===== config.mk =====
export PLATFORM = sky130hd
export DESIGN_NAME = three_phase_sine_pwm_sequencer_top_flat
export DESIGN_NICKNAME = d
export VERILOG_FILES = /design/src/hw/rtl/sps_pkg.sv /design/src/hw/rtl/sps_if.sv /design/src/hw/rtl/sps_front.sv /design/src/hw/rtl/sps_queue.sv /design/src/hw/rtl/sps_back.sv /design/src/hw/rtl/three_phase_sine_pwm_sequencer_top.sv /design/src/flat_wrapper.sv
export SDC_FILE = /design/constraint.sdc
export NUM_CORES = 2
export LEC_CHECK = 0
export BUFFER_PORTS_ARGS = -buffer_cell sky130_fd_sc_hd__buf_2
export CAP_MARGIN = 5
export CELL_PAD_IN_SITES_DETAIL_PLACEMENT = 1
export CELL_PAD_IN_SITES_GLOBAL_PLACEMENT = 1
export CORE_ASPECT_RATIO = 2
export CORE_MARGIN = 3
export CORE_UTILIZATION = 53
export DETAILED_ROUTE_END_ITERATION = 10
export HOLD_SLACK_MARGIN = 0.15
export PLACE_DENSITY_LB_ADDON = 0.2
export SYNTH_ARGS = -nofsm -noshare
export SYNTH_HDL_FRONTEND = slang
export SYNTH_SLANG_ARGS = --single-unit

===== constraint.sdc =====
create_clock -name clk -period 6.8 [get_ports clk]
set_input_delay 2.04 -clock clk [delete_from_list [all_inputs] [get_ports clk]]
set_output_delay 2.04 -clock clk [all_outputs]
set_load 0.05 [all_outputs]

===== src/hw/rtl/sps_pkg.sv =====
// ----------------------------------------------------------------------------
// Sine PWM sequencer package
// Shared widths, register indexes, sector codes and transaction types.
// ----------------------------------------------------------------------------
package sps_pkg;

	localparam int TABLE_DEPTH = 256;
	localparam int TABLE_AW    = $clog2(TABLE_DEPTH);
	localparam int DATA_W      = 8;
	localparam int SECTOR_W    = 2;
	localparam int CFG_ADDR_W  = 3;
	localparam int QUEUE_DEPTH = 4;

	localparam logic [CFG_ADDR_W-1:0] REG_DEAD_TIME     = 3'd0;
	localparam logic [CFG_ADDR_W-1:0] REG_POSITION_STEP = 3'd1;
	localparam logic [CFG_ADDR_W-1:0] REG_AMPLITUDE     = 3'd2;
	localparam logic [CFG_ADDR_W-1:0] REG_PRESCALE      = 3'd3;
	localparam logic [CFG_ADDR_W-1:0] REG_REVERSE       = 3'd4;

	localparam logic [DATA_W-1:0] RST_DEAD_TIME     = 8'd10;
	localparam logic [DATA_W-1:0] RST_POSITION_STEP = 8'd1;
	localparam logic [DATA_W-1:0] RST_AMPLITUDE     = 8'd80;
	localparam logic [DATA_W-1:0] RST_PRESCALE      = 8'd8;
	localparam logic              RST_REVERSE       = 1'b0;

	localparam logic [SECTOR_W-1:0] SECTOR_0 = 2'd0;
	localparam logic [SECTOR_W-1:0] SECTOR_1 = 2'd1;
	localparam logic [SECTOR_W-1:0] SECTOR_2 = 2'd2;
	localparam logic [SECTOR_W-1:0] SECTOR_BAD = 2'd3;

	localparam logic REQ_TICK = 1'b0;
	localparam logic REQ_LOAD = 1'b1;

	typedef struct packed {
		logic [DATA_W-1:0] dead_time;
		logic [DATA_W-1:0] position_step;
		logic [DATA_W-1:0] amplitude;
		logic [DATA_W-1:0] prescale;
		logic              reverse;
	} cfg_t;

	typedef struct packed {
		logic                kind;
		logic [TABLE_AW-1:0] addr;
		logic [DATA_W-1:0]   value;
		logic [SECTOR_W-1:0] sector;
		logic                commuted;
	} job_t;

endpackage


===== src/hw/rtl/sps_if.sv =====
// ----------------------------------------------------------------------------
// Sine PWM sequencer channels
// Request, result and configuration channels with valid/ready handshake.
// ----------------------------------------------------------------------------
interface sps_req_if;
	import sps_pkg::*;
	logic                valid;
	logic                ready;
	logic                req_type;
	logic [TABLE_AW-1:0] table_index;
	logic [DATA_W-1:0]   table_value;
	modport source (output valid, req_type, table_index, table_value, input ready);
	modport sink (input valid, req_type, table_index, table_value, output ready);
endinterface

interface sps_rsp_if;
	import sps_pkg::*;
	logic                valid;
	logic                ready;
	logic [DATA_W-1:0]   phase_a_high;
	logic [DATA_W-1:0]   phase_a_low;
	logic [DATA_W-1:0]   phase_b_high;
	logic [DATA_W-1:0]   phase_b_low;
	logic [DATA_W-1:0]   phase_c_high;
	logic [DATA_W-1:0]   phase_c_low;
	logic [SECTOR_W-1:0] sector;
	logic                commuted;
	modport source (output valid, phase_a_high, phase_a_low, phase_b_high, phase_b_low,
		phase_c_high, phase_c_low, sector, commuted, input ready);
	modport sink (input valid, phase_a_high, phase_a_low, phase_b_high, phase_b_low,
		phase_c_high, phase_c_low, sector, commuted, output ready);
endinterface

interface sps_cfg_if;
	import sps_pkg::*;
	logic                  valid;
	logic                  ready;
	logic [CFG_ADDR_W-1:0] addr;
	logic [DATA_W-1:0]     data;
	modport source (output valid, addr, data, input ready);
	modport sink (input valid, addr, data, output ready);
endinterface


===== src/hw/rtl/sps_front.sv =====
// ----------------------------------------------------------------------------
// Sine PWM sequencer front end
// Accepts requests, runs prescaler, position and sector, emits jobs.
// ----------------------------------------------------------------------------
module sps_front (
	input  logic           clk,
	input  logic           arst_n,
	sps_req_if.sink        req,
	input  sps_pkg::cfg_t  cfg,
	output logic           push_valid,
	input  logic           push_ready,
	output sps_pkg::job_t  push_data
);
	import sps_pkg::*;

	logic [DATA_W-1:0]   tick_count_q;
	logic [DATA_W-1:0]   position_q;
	logic [SECTOR_W-1:0] sector_q;

	logic                accept;
	logic                tick;
	logic [DATA_W-1:0]   tick_inc;
	logic                advance;
	logic [DATA_W-1:0]   pos_sum;
	logic                wrap;
	logic [SECTOR_W-1:0] sector_fwd;
	logic [SECTOR_W-1:0] sector_rev;
	logic [DATA_W-1:0]   tick_next;
	logic [DATA_W-1:0]   pos_next;
	logic [SECTOR_W-1:0] sector_next;

	assign accept     = req.valid && req.ready;
	assign tick       = (req.req_type == REQ_TICK);
	assign req.ready  = push_ready;
	assign push_valid = req.valid;

	assign tick_inc = tick_count_q + 8'd1;
	assign advance  = (tick_inc >= cfg.prescale);
	assign pos_sum  = position_q + cfg.position_step;
	assign wrap     = advance && (pos_sum < cfg.position_step);

	always_comb begin
		case (sector_q)
			SECTOR_0: begin
				sector_fwd = SECTOR_1;
				sector_rev = SECTOR_2;
			end
			SECTOR_1: begin
				sector_fwd = SECTOR_2;
				sector_rev = SECTOR_0;
			end
			SECTOR_2: begin
				sector_fwd = SECTOR_0;
				sector_rev = SECTOR_1;
			end
			default: begin
				sector_fwd = SECTOR_1;
				sector_rev = SECTOR_2;
			end
		endcase
	end

	always_comb begin
		tick_next   = advance ? '0 : tick_inc;
		pos_next    = advance ? pos_sum : position_q;
		sector_next = sector_q;
		if (wrap) begin
			sector_next = cfg.reverse ? sector_rev : sector_fwd;
		end
	end

	always_comb begin
		push_data.kind = req.req_type;
		if (tick) begin
			push_data.addr     = pos_next;
			push_data.value    = '0;
			push_data.sector   = sector_next;
			push_data.commuted = wrap;
		end else begin
			push_data.addr     = req.table_index;
			push_data.value    = req.table_value;
			push_data.sector   = sector_q;
			push_data.commuted = 1'b0;
		end
	end

	always_ff @(posedge clk or negedge arst_n) begin
		if (!arst_n) begin
			tick_count_q <= '0;
			position_q   <= '0;
			sector_q     <= SECTOR_0;
		end else if (accept && tick) begin
			tick_count_q <= tick_next;
			position_q   <= pos_next;
			sector_q     <= sector_next;
		end
	end

`ifndef SYNTH
	a_load_holds_state: assert property (@(posedge clk) disable iff (!arst_n)
		accept && !tick |=> $stable(position_q) && $stable(tick_count_q) && $stable(sector_q))
		else $error("load changed sequencer state");
	a_wrap_rotates: assert property (@(posedge clk) disable iff (!arst_n)
		accept && tick && wrap |=> sector_q != $past(sector_q))
		else $error("wrap did not rotate sector");
	a_sector_legal: assert property (@(posedge clk) disable iff (!arst_n)
		sector_q != SECTOR_BAD)
		else $error("sector out of range");
`endif
endmodule


===== src/hw/rtl/sps_queue.sv =====
// ----------------------------------------------------------------------------
// Sine PWM sequencer job queue
// Small FIFO between front end and back end.
// ----------------------------------------------------------------------------
module sps_queue #(
	parameter int DEPTH = sps_pkg::QUEUE_DEPTH
) (
	input  logic           clk,
	input  logic           arst_n,
	input  logic           push_valid,
	output logic           push_ready,
	input  sps_pkg::job_t  push_data,
	output logic           pop_valid,
	input  logic           pop_ready,
	output sps_pkg::job_t  pop_data
);
	import sps_pkg::*;

	localparam int PW = (DEPTH > 1) ? $clog2(DEPTH) : 1;
	localparam int CW = $clog2(DEPTH + 1);
	localparam logic [PW-1:0] LAST = PW'(DEPTH - 1);
	localparam logic [CW-1:0] FULL = CW'(DEPTH);

	job_t          slot_q [DEPTH];
	logic [PW-1:0] wr_ptr_q;
	logic [PW-1:0] rd_ptr_q;
	logic [CW-1:0] count_q;
	logic          push;
	logic          pop;

	assign push_ready = (count_q != FULL);
	assign pop_valid  = (count_q != '0);
	assign pop_data   = slot_q[rd_ptr_q];
	assign push       = push_valid && push_ready;
	assign pop        = pop_valid && pop_ready;

	always_ff @(posedge clk) begin
		if (push) begin
			slot_q[wr_ptr_q] <= push_data;
		end
	end

	always_ff @(posedge clk or negedge arst_n) begin
		if (!arst_n) begin
			wr_ptr_q <= '0;
			rd_ptr_q <= '0;
			count_q  <= '0;
		end else begin
			if (push) begin
				wr_ptr_q <= (wr_ptr_q == LAST) ? '0 : wr_ptr_q + 1'b1;
			end
			if (pop) begin
				rd_ptr_q <= (rd_ptr_q == LAST) ? '0 : rd_ptr_q + 1'b1;
			end
			if (push && !pop) begin
				count_q <= count_q + 1'b1;
			end else if (pop && !push) begin
				count_q <= count_q - 1'b1;
			end
		end
	end

`ifndef SYNTH
	a_count_bound: assert property (@(posedge clk) disable iff (!arst_n)
		count_q <= FULL)
		else $error("queue count overflow");
	a_push_grows: assert property (@(posedge clk) disable iff (!arst_n)
		push && !pop |=> count_q == $past(count_q) + 1'b1)
		else $error("queue count did not grow");
	a_pop_shrinks: assert property (@(posedge clk) disable iff (!arst_n)
		pop && !push |=> count_q == $past(count_q) - 1'b1)
		else $error("queue count did not shrink");
`endif
endmodule


===== src/hw/rtl/sps_back.sv =====
// ----------------------------------------------------------------------------
// Sine PWM sequencer back end
// Holds the sine table, scales both words and forms the compare values.
// ----------------------------------------------------------------------------
module sps_back (
	input  logic           clk,
	input  logic           arst_n,
	input  sps_pkg::cfg_t  cfg,
	input  logic           pop_valid,
	output logic           pop_ready,
	input  sps_pkg::job_t  pop_data,
	sps_rsp_if.source      rsp
);
	import sps_pkg::*;

	logic [DATA_W-1:0] table_mem [TABLE_DEPTH];

	logic                adv;
	logic                pop;
	logic                v_s1;
	logic                v_s2;
	logic                v_out_q;
	logic [DATA_W-1:0]   word_p_s1;
	logic [DATA_W-1:0]   word_m_s1;
	logic [SECTOR_W-1:0] sector_s1;
	logic                commuted_s1;
	logic [DATA_W-1:0]   drv_s2;
	logic [DATA_W-1:0]   trl_s2;
	logic [SECTOR_W-1:0] sector_s2;
	logic                commuted_s2;
	logic [DATA_W-1:0]   drv_word;
	logic [DATA_W-1:0]   trl_word;
	logic [2*DATA_W-1:0] drv_prod;
	logic [2*DATA_W-1:0] trl_prod;
	logic [DATA_W-1:0]   ph_a;
	logic [DATA_W-1:0]   ph_b;
	logic [DATA_W-1:0]   ph_c;
	logic [DATA_W-1:0]   a_high_q;
	logic [DATA_W-1:0]   a_low_q;
	logic [DATA_W-1:0]   b_high_q;
	logic [DATA_W-1:0]   b_low_q;
	logic [DATA_W-1:0]   c_high_q;
	logic [DATA_W-1:0]   c_low_q;
	logic [SECTOR_W-1:0] sector_q;
	logic                commuted_q;

	assign adv       = !v_out_q || rsp.ready;
	assign pop_ready = adv;
	assign pop       = pop_valid && adv;

	always_ff @(posedge clk) begin
		if (pop && pop_data.kind == REQ_LOAD) begin
			table_mem[pop_data.addr] <= pop_data.value;
		end
	end

	always_ff @(posedge clk) begin
		if (adv) begin
			word_p_s1   <= table_mem[pop_data.addr];
			word_m_s1   <= table_mem[~pop_data.addr];
			sector_s1   <= pop_data.sector;
			commuted_s1 <= pop_data.commuted;
		end
	end

	assign drv_word = cfg.reverse ? word_m_s1 : word_p_s1;
	assign trl_word = cfg.reverse ? word_p_s1 : word_m_s1;
	assign drv_prod = cfg.amplitude * drv_word;
	assign trl_prod = cfg.amplitude * trl_word;

	always_ff @(posedge clk) begin
		if (adv) begin
			drv_s2      <= drv_prod[2*DATA_W-1:DATA_W];
			trl_s2      <= trl_prod[2*DATA_W-1:DATA_W];
			sector_s2   <= sector_s1;
			commuted_s2 <= commuted_s1;
		end
	end

	always_comb begin
		case (sector_s2)
			SECTOR_1: begin
				ph_a = trl_s2;
				ph_b = drv_s2;
				ph_c = '0;
			end
			SECTOR_2: begin
				ph_a = '0;
				ph_b = trl_s2;
				ph_c = drv_s2;
			end
			default: begin
				ph_a = drv_s2;
				ph_b = '0;
				ph_c = trl_s2;
			end
		endcase
	end

	always_ff @(posedge clk) begin
		if (adv) begin
			a_high_q   <= ph_a + cfg.dead_time;
			a_low_q    <= ph_a;
			b_high_q   <= ph_b + cfg.dead_time;
			b_low_q    <= ph_b;
			c_high_q   <= ph_c + cfg.dead_time;
			c_low_q    <= ph_c;
			sector_q   <= sector_s2;
			commuted_q <= commuted_s2;
		end
	end

	always_ff @(posedge clk or negedge arst_n) begin
		if (!arst_n) begin
			v_s1    <= 1'b0;
			v_s2    <= 1'b0;
			v_out_q <= 1'b0;
		end else if (adv) begin
			v_s1    <= pop && (pop_data.kind == REQ_TICK);
			v_s2    <= v_s1;
			v_out_q <= v_s2;
		end
	end

	assign rsp.valid        = v_out_q;
	assign rsp.phase_a_high = a_high_q;
	assign rsp.phase_a_low  = a_low_q;
	assign rsp.phase_b_high = b_high_q;
	assign rsp.phase_b_low  = b_low_q;
	assign rsp.phase_c_high = c_high_q;
	assign rsp.phase_c_low  = c_low_q;
	assign rsp.sector       = sector_q;
	assign rsp.commuted     = commuted_q;

`ifndef SYNTH
	a_out_sector_legal: assert property (@(posedge clk) disable iff (!arst_n)
		v_out_q |-> sector_q != SECTOR_BAD)
		else $error("result sector out of range");
	a_load_no_result: assert property (@(posedge clk) disable iff (!arst_n)
		pop && pop_data.kind == REQ_LOAD |=> !v_s1)
		else $error("load produced a result");
	a_stall_holds_pipe: assert property (@(posedge clk) disable iff (!arst_n)
		!adv |=> $stable(v_s1) && $stable(v_s2) && $stable(v_out_q))
		else $error("pipeline moved during stall");
`endif
endmodule


===== src/hw/rtl/three_phase_sine_pwm_sequencer_top.sv =====
// ----------------------------------------------------------------------------
// Three-phase sine PWM sequencer
// Table load and timer tick requests in, six compare values per tick out.
// ----------------------------------------------------------------------------
// Accepts one request per clock while the result side keeps up; a tick's
// result passes the queue, the table read, the scale multiply and the
// compare register. A load writes one sine table word and gives no result.
// The sine table has no reset; load every entry a tick can reach before
// sending ticks. Configuration writes take effect on the next request. The
// user must make them only while the block is idle; it is not enforced.
module three_phase_sine_pwm_sequencer_top #(
	parameter int QUEUE_DEPTH = sps_pkg::QUEUE_DEPTH
) (
	input  logic      clk,
	input  logic      arst_n,
	sps_req_if.sink   req,
	sps_rsp_if.source rsp,
	sps_cfg_if.sink   cfg
);
	import sps_pkg::*;

	cfg_t cfg_q;
	logic push_valid;
	logic push_ready;
	job_t push_data;
	logic pop_valid;
	logic pop_ready;
	job_t pop_data;

	assign cfg.ready = 1'b1;

	always_ff @(posedge clk or negedge arst_n) begin
		if (!arst_n) begin
			cfg_q.dead_time     <= RST_DEAD_TIME;
			cfg_q.position_step <= RST_POSITION_STEP;
			cfg_q.amplitude     <= RST_AMPLITUDE;
			cfg_q.prescale      <= RST_PRESCALE;
			cfg_q.reverse       <= RST_REVERSE;
		end else if (cfg.valid && cfg.ready) begin
			case (cfg.addr)
				REG_DEAD_TIME:     cfg_q.dead_time     <= cfg.data;
				REG_POSITION_STEP: cfg_q.position_step <= cfg.data;
				REG_AMPLITUDE:     cfg_q.amplitude     <= cfg.data;
				REG_PRESCALE:      cfg_q.prescale      <= cfg.data;
				REG_REVERSE:       cfg_q.reverse       <= cfg.data[0];
				default: begin
				end
			endcase
		end
	end

	sps_front u_front (
		.clk        (clk),
		.arst_n     (arst_n),
		.req        (req),
		.cfg        (cfg_q),
		.push_valid (push_valid),
		.push_ready (push_ready),
		.push_data  (push_data)
	);

	sps_queue #(
		.DEPTH (QUEUE_DEPTH)
	) u_queue (
		.clk        (clk),
		.arst_n     (arst_n),
		.push_valid (push_valid),
		.push_ready (push_ready),
		.push_data  (push_data),
		.pop_valid  (pop_valid),
		.pop_ready  (pop_ready),
		.pop_data   (pop_data)
	);

	sps_back u_back (
		.clk       (clk),
		.arst_n    (arst_n),
		.cfg       (cfg_q),
		.pop_valid (pop_valid),
		.pop_ready (pop_ready),
		.pop_data  (pop_data),
		.rsp       (rsp)
	);

endmodule


===== src/flat_wrapper.sv =====
// flat-port wrapper written by rule: the top's interface ports become plain ports
module three_phase_sine_pwm_sequencer_top_flat import sps_pkg::*;
#(
	parameter int QUEUE_DEPTH = sps_pkg::QUEUE_DEPTH
)
  (clk, arst_n, req_valid, req_req_type, req_table_index, req_table_value, req_ready, rsp_valid, rsp_phase_a_high, rsp_phase_a_low, rsp_phase_b_high, rsp_phase_b_low, rsp_phase_c_high, rsp_phase_c_low, rsp_sector, rsp_commuted, rsp_ready, cfg_valid, cfg_addr, cfg_data, cfg_ready);
  sps_req_if req_i ();
  sps_rsp_if rsp_i ();
  sps_cfg_if cfg_i ();
  input  logic clk;
  input  logic arst_n;
  input wire logic [$bits(req_i.valid)-1:0] req_valid;
  input wire logic [$bits(req_i.req_type)-1:0] req_req_type;
  input wire logic [$bits(req_i.table_index)-1:0] req_table_index;
  input wire logic [$bits(req_i.table_value)-1:0] req_table_value;
  output wire logic [$bits(req_i.ready)-1:0] req_ready;
  output wire logic [$bits(rsp_i.valid)-1:0] rsp_valid;
  output wire logic [$bits(rsp_i.phase_a_high)-1:0] rsp_phase_a_high;
  output wire logic [$bits(rsp_i.phase_a_low)-1:0] rsp_phase_a_low;
  output wire logic [$bits(rsp_i.phase_b_high)-1:0] rsp_phase_b_high;
  output wire logic [$bits(rsp_i.phase_b_low)-1:0] rsp_phase_b_low;
  output wire logic [$bits(rsp_i.phase_c_high)-1:0] rsp_phase_c_high;
  output wire logic [$bits(rsp_i.phase_c_low)-1:0] rsp_phase_c_low;
  output wire logic [$bits(rsp_i.sector)-1:0] rsp_sector;
  output wire logic [$bits(rsp_i.commuted)-1:0] rsp_commuted;
  input wire logic [$bits(rsp_i.ready)-1:0] rsp_ready;
  input wire logic [$bits(cfg_i.valid)-1:0] cfg_valid;
  input wire logic [$bits(cfg_i.addr)-1:0] cfg_addr;
  input wire logic [$bits(cfg_i.data)-1:0] cfg_data;
  output wire logic [$bits(cfg_i.ready)-1:0] cfg_ready;
  assign req_i.valid = req_valid;
  assign req_i.req_type = req_req_type;
  assign req_i.table_index = req_table_index;
  assign req_i.table_value = req_table_value;
  assign req_ready = req_i.ready;
  assign rsp_valid = rsp_i.valid;
  assign rsp_phase_a_high = rsp_i.phase_a_high;
  assign rsp_phase_a_low = rsp_i.phase_a_low;
  assign rsp_phase_b_high = rsp_i.phase_b_high;
  assign rsp_phase_b_low = rsp_i.phase_b_low;
  assign rsp_phase_c_high = rsp_i.phase_c_high;
  assign rsp_phase_c_low = rsp_i.phase_c_low;
  assign rsp_sector = rsp_i.sector;
  assign rsp_commuted = rsp_i.commuted;
  assign rsp_i.ready = rsp_ready;
  assign cfg_i.valid = cfg_valid;
  assign cfg_i.addr = cfg_addr;
  assign cfg_i.data = cfg_data;
  assign cfg_ready = cfg_i.ready;
  three_phase_sine_pwm_sequencer_top #(.QUEUE_DEPTH(QUEUE_DEPTH)) u_core (.clk(clk), .arst_n(arst_n), .req(req_i), .rsp(rsp_i), .cfg(cfg_i));
endmodule

==> reports/summary.txt <==
top post-synthesis cells by area: edfxtp_1, mux2i_1, nand2_1
Largest Register: u_core.u_back.table_mem
DR iter-0 viols: 6363
Mapped Cells: 9215
number of global-route vias before repair: 84000
Synthesized Nets: 9442
worst path bufs/invs: 2
mux cell area share after synthesis: 0.214
Synth Cell Area: 116000 um2
register clock-pin slew on the reported worst setup and hold paths: 0.07 ns
DP HPWL: 266000 um
CP max-delay cell: a2111oi_0
Layout area overhead: 8.92%
simple-gate share of the synthesized area: 0.101
slack of the worst reg-to-reg path: 0.66 ns
Setup TNS: 0 ns
delay-heaviest family, CP: adder cells
Root Driver: clkbuf_16
# rows: 242
WP data arrival: 6.75 ns
PortBufs: 85
CTS tree: yes
slew of the pin with the lowest slew margin: 1.38 ns
Cell Chain, Critical Path: mux2i_1, nor2b_1, fa_1, fa_1, fa_1, inv_1, fa_1, inv_1, ha_1, nand3_1, a21oi_1, nor3_1, nor3_1, a2111oi_0, o21bai_1, xnor2_1
largest family of logic cells by synthesized area: multiplexers
Slew Limit Fails: 0
Vias: 78300
adder-cell share of the synthesized area: 0.0257
final net count: 9286
Worst Setup Path Type: reg -> reg
Core Area: 218000 um2
Synth async-reset ratio: 0.0268
ys flop type: edfxtp_1
Starting Density: 0.534
initial antenna violation count: 11
Syn Area/Cell: 12.6 um2
Reg2Reg Launch Point: u_core.cfg_q[0]
R2R cell count: 16
routability-driven placement congestion ratio: 0.957
die width: 337 um
Pre-Repair DR Iteration Count: 6
Critical Path Fanout Max: 11
share of the synthesized area in the top cell type: 0.573
Worst Hold End: u_core.u_back.commuted_s2
CTS Buf Count: 209
Hold Crit Class: reg -> reg
htree depth: 4
CTS resizes: 0
Slew Limit Headroom: 0.0798
Ys Warns: 0
Post-Synth XOR/XNOR Area: 0.00377
Setup crit end kind: register
CP Launch Type: register
GRT overflow: 0
FF+latch count, synth: 2278
RSZ-0062 raised after global routing: no
Final Hold Viols: 0
WHS Path Cells: 0
cts hold-fix bufs: 0
GR Util All Layers: 0.349
share of cells above drive strength 1: 0.0755
WL/cell: 33.0 um
biggest regs: u_core.u_back.table_mem (2048), u_core.u_queue.slot_q (80), u_core.cfg_q (33)
post-synth top area cell: edfxtp_1
Fillers: 21200
Synth Area in Compound Gates: 0.0403
HP Start: u_core.u_back.commuted_s1
Die H: 668 um
max reg flops: 2048
worst skew pair latency: 0.93 ns
Fmax: 163 MHz
Finish-stage setup viols: 0
EDFF count, synth: 2217
count of cell types in the netlist: 44
top-level port count: 87
MaxCap Viol Count: 0
count leader, synth: mux2i_1
Post-synth top cells: mux2i_1, edfxtp_1, nand2_1
Antenna Nets Post-Route: 0
FF-to-FF End: u_core.u_back.trl_s2[7]
global-route wire length before repair: 571000 um
# clock sinks: 2278
CP required: 7.42 ns
post-route clock skew: 0.0688 ns
via density per instance: 6.51
Setup Fix Bufs, Post-CTS: 0
clock tree buffer depth: 4
die area: 225000 um2
Seq/Total Area, Yosys: 0.586
CP max stage delay: 0.78 ns
largest net degree at the start of global routing: 160
status: finished clean
minimum clock period: 6.14 ns
post-route clock period utilization: 0.902
final WL: 397000 um
DRC viols: 0
CP most frequent cell: fa_1
-- worst register-to-register path, stage by stage (launching register included) --
cell and delay (ns):
dfrtp_1 0.71, mux2i_1 0.76, nor2b_1 0.16, fa_1 0.54
fa_1 0.52, fa_1 0.51, inv_1 0.06, fa_1 0.47
inv_1 0.04, ha_1 0.33, nand3_1 0.11, a21oi_1 0.08
nor3_1 0.32, nor3_1 0.10, a2111oi_0 0.78, o21bai_1 0.17
xnor2_1 0.17
-- cell usage in the layout (no fill, tap or decap), types with 39 or more instances in the layout --
cell type	n
buf_2	85
nor2b_1	76
clkinv_1	39
a32oi_1	256
fa_1	75
o21ai_0	48
inv_1	130
a22oi_1	40
dfrtp_1	55
edfxtp_1	2217
nand3_1	653
mux2_2	48
nand2_1	1660
mux2i_1	2385
and2_1	39
clkbuf_16	211
buf_4	142
nor2_1	281
ha_1	119
a21oi_1	157
a31oi_1	128
buf_12	57
-- how the worst max path moves through the flow --
stage,start,to,cells past startpoint,slack (ns)
after floorplan,rsp_ready,u_core.u_back.table_mem[107][0],9,0.62
after global placement,u_core.cfg_q[0],u_core.u_back.trl_s2[7],16,0.56
after detailed placement,rsp_ready,u_core.u_back.table_mem[169][7],9,0.59
after CTS,u_core.cfg_q[0],u_core.u_back.trl_s2[7],17,0.58
after global routing,u_core.cfg_q[0],u_core.u_back.trl_s2[7],16,0.35
final,u_core.cfg_q[0],u_core.u_back.trl_s2[7],16,0.66
-- cells by family after synthesis --
family,Yosys count
muxes,2457
DFF,2278
adders and majority gates,194
other,1
xor gates and xnor gates,50
buffers and inverters,782
and+or+nand+nor,2782
AOI/OAI and AO/OA,671
-- per-stage QoR --
stage	instance area (um2)	hold slack, ns	utilization	cells	setup WS (ns)
after global routing	127000	0.448	0.581	12000	0.345
after global placement	120000	0.405	0.549	11700	0.563
after CTS	126000	0.430	0.581	12000	0.585
final	127000	0.430	0.581	12000	0.664
after detailed placement	120000	0.411	0.549	11700	0.595
after floorplan	116000	0.400	-	9215	0.624
-- cell type report --
type	count	area [um2]	area share
flip-flops and latches	2278	68100	0.538
multi-input cells	6155	44800	0.354
clock buffers	239	5390	0.0426
well taps	2806	3510	0.0278
repair buffers	284	2630	0.0208
clock inverters	132	1540	0.0121
inverters	131	494	0.00391
diodes	5	12.5	0.0000989
-- routing by layer --
metal  routed length (um)  vias to the layer above  GRT usage
li1                     -                    33800          -
met1               131000                    40200      0.356
met2               202000                     3022      0.609
met3                19400                     1281     0.0477
met4                45400                       10      0.333
met5                   57                        -          0
Power is not shown: default switching activity piles up to over one toggle a cycle in this logic, so the estimate is an artifact.
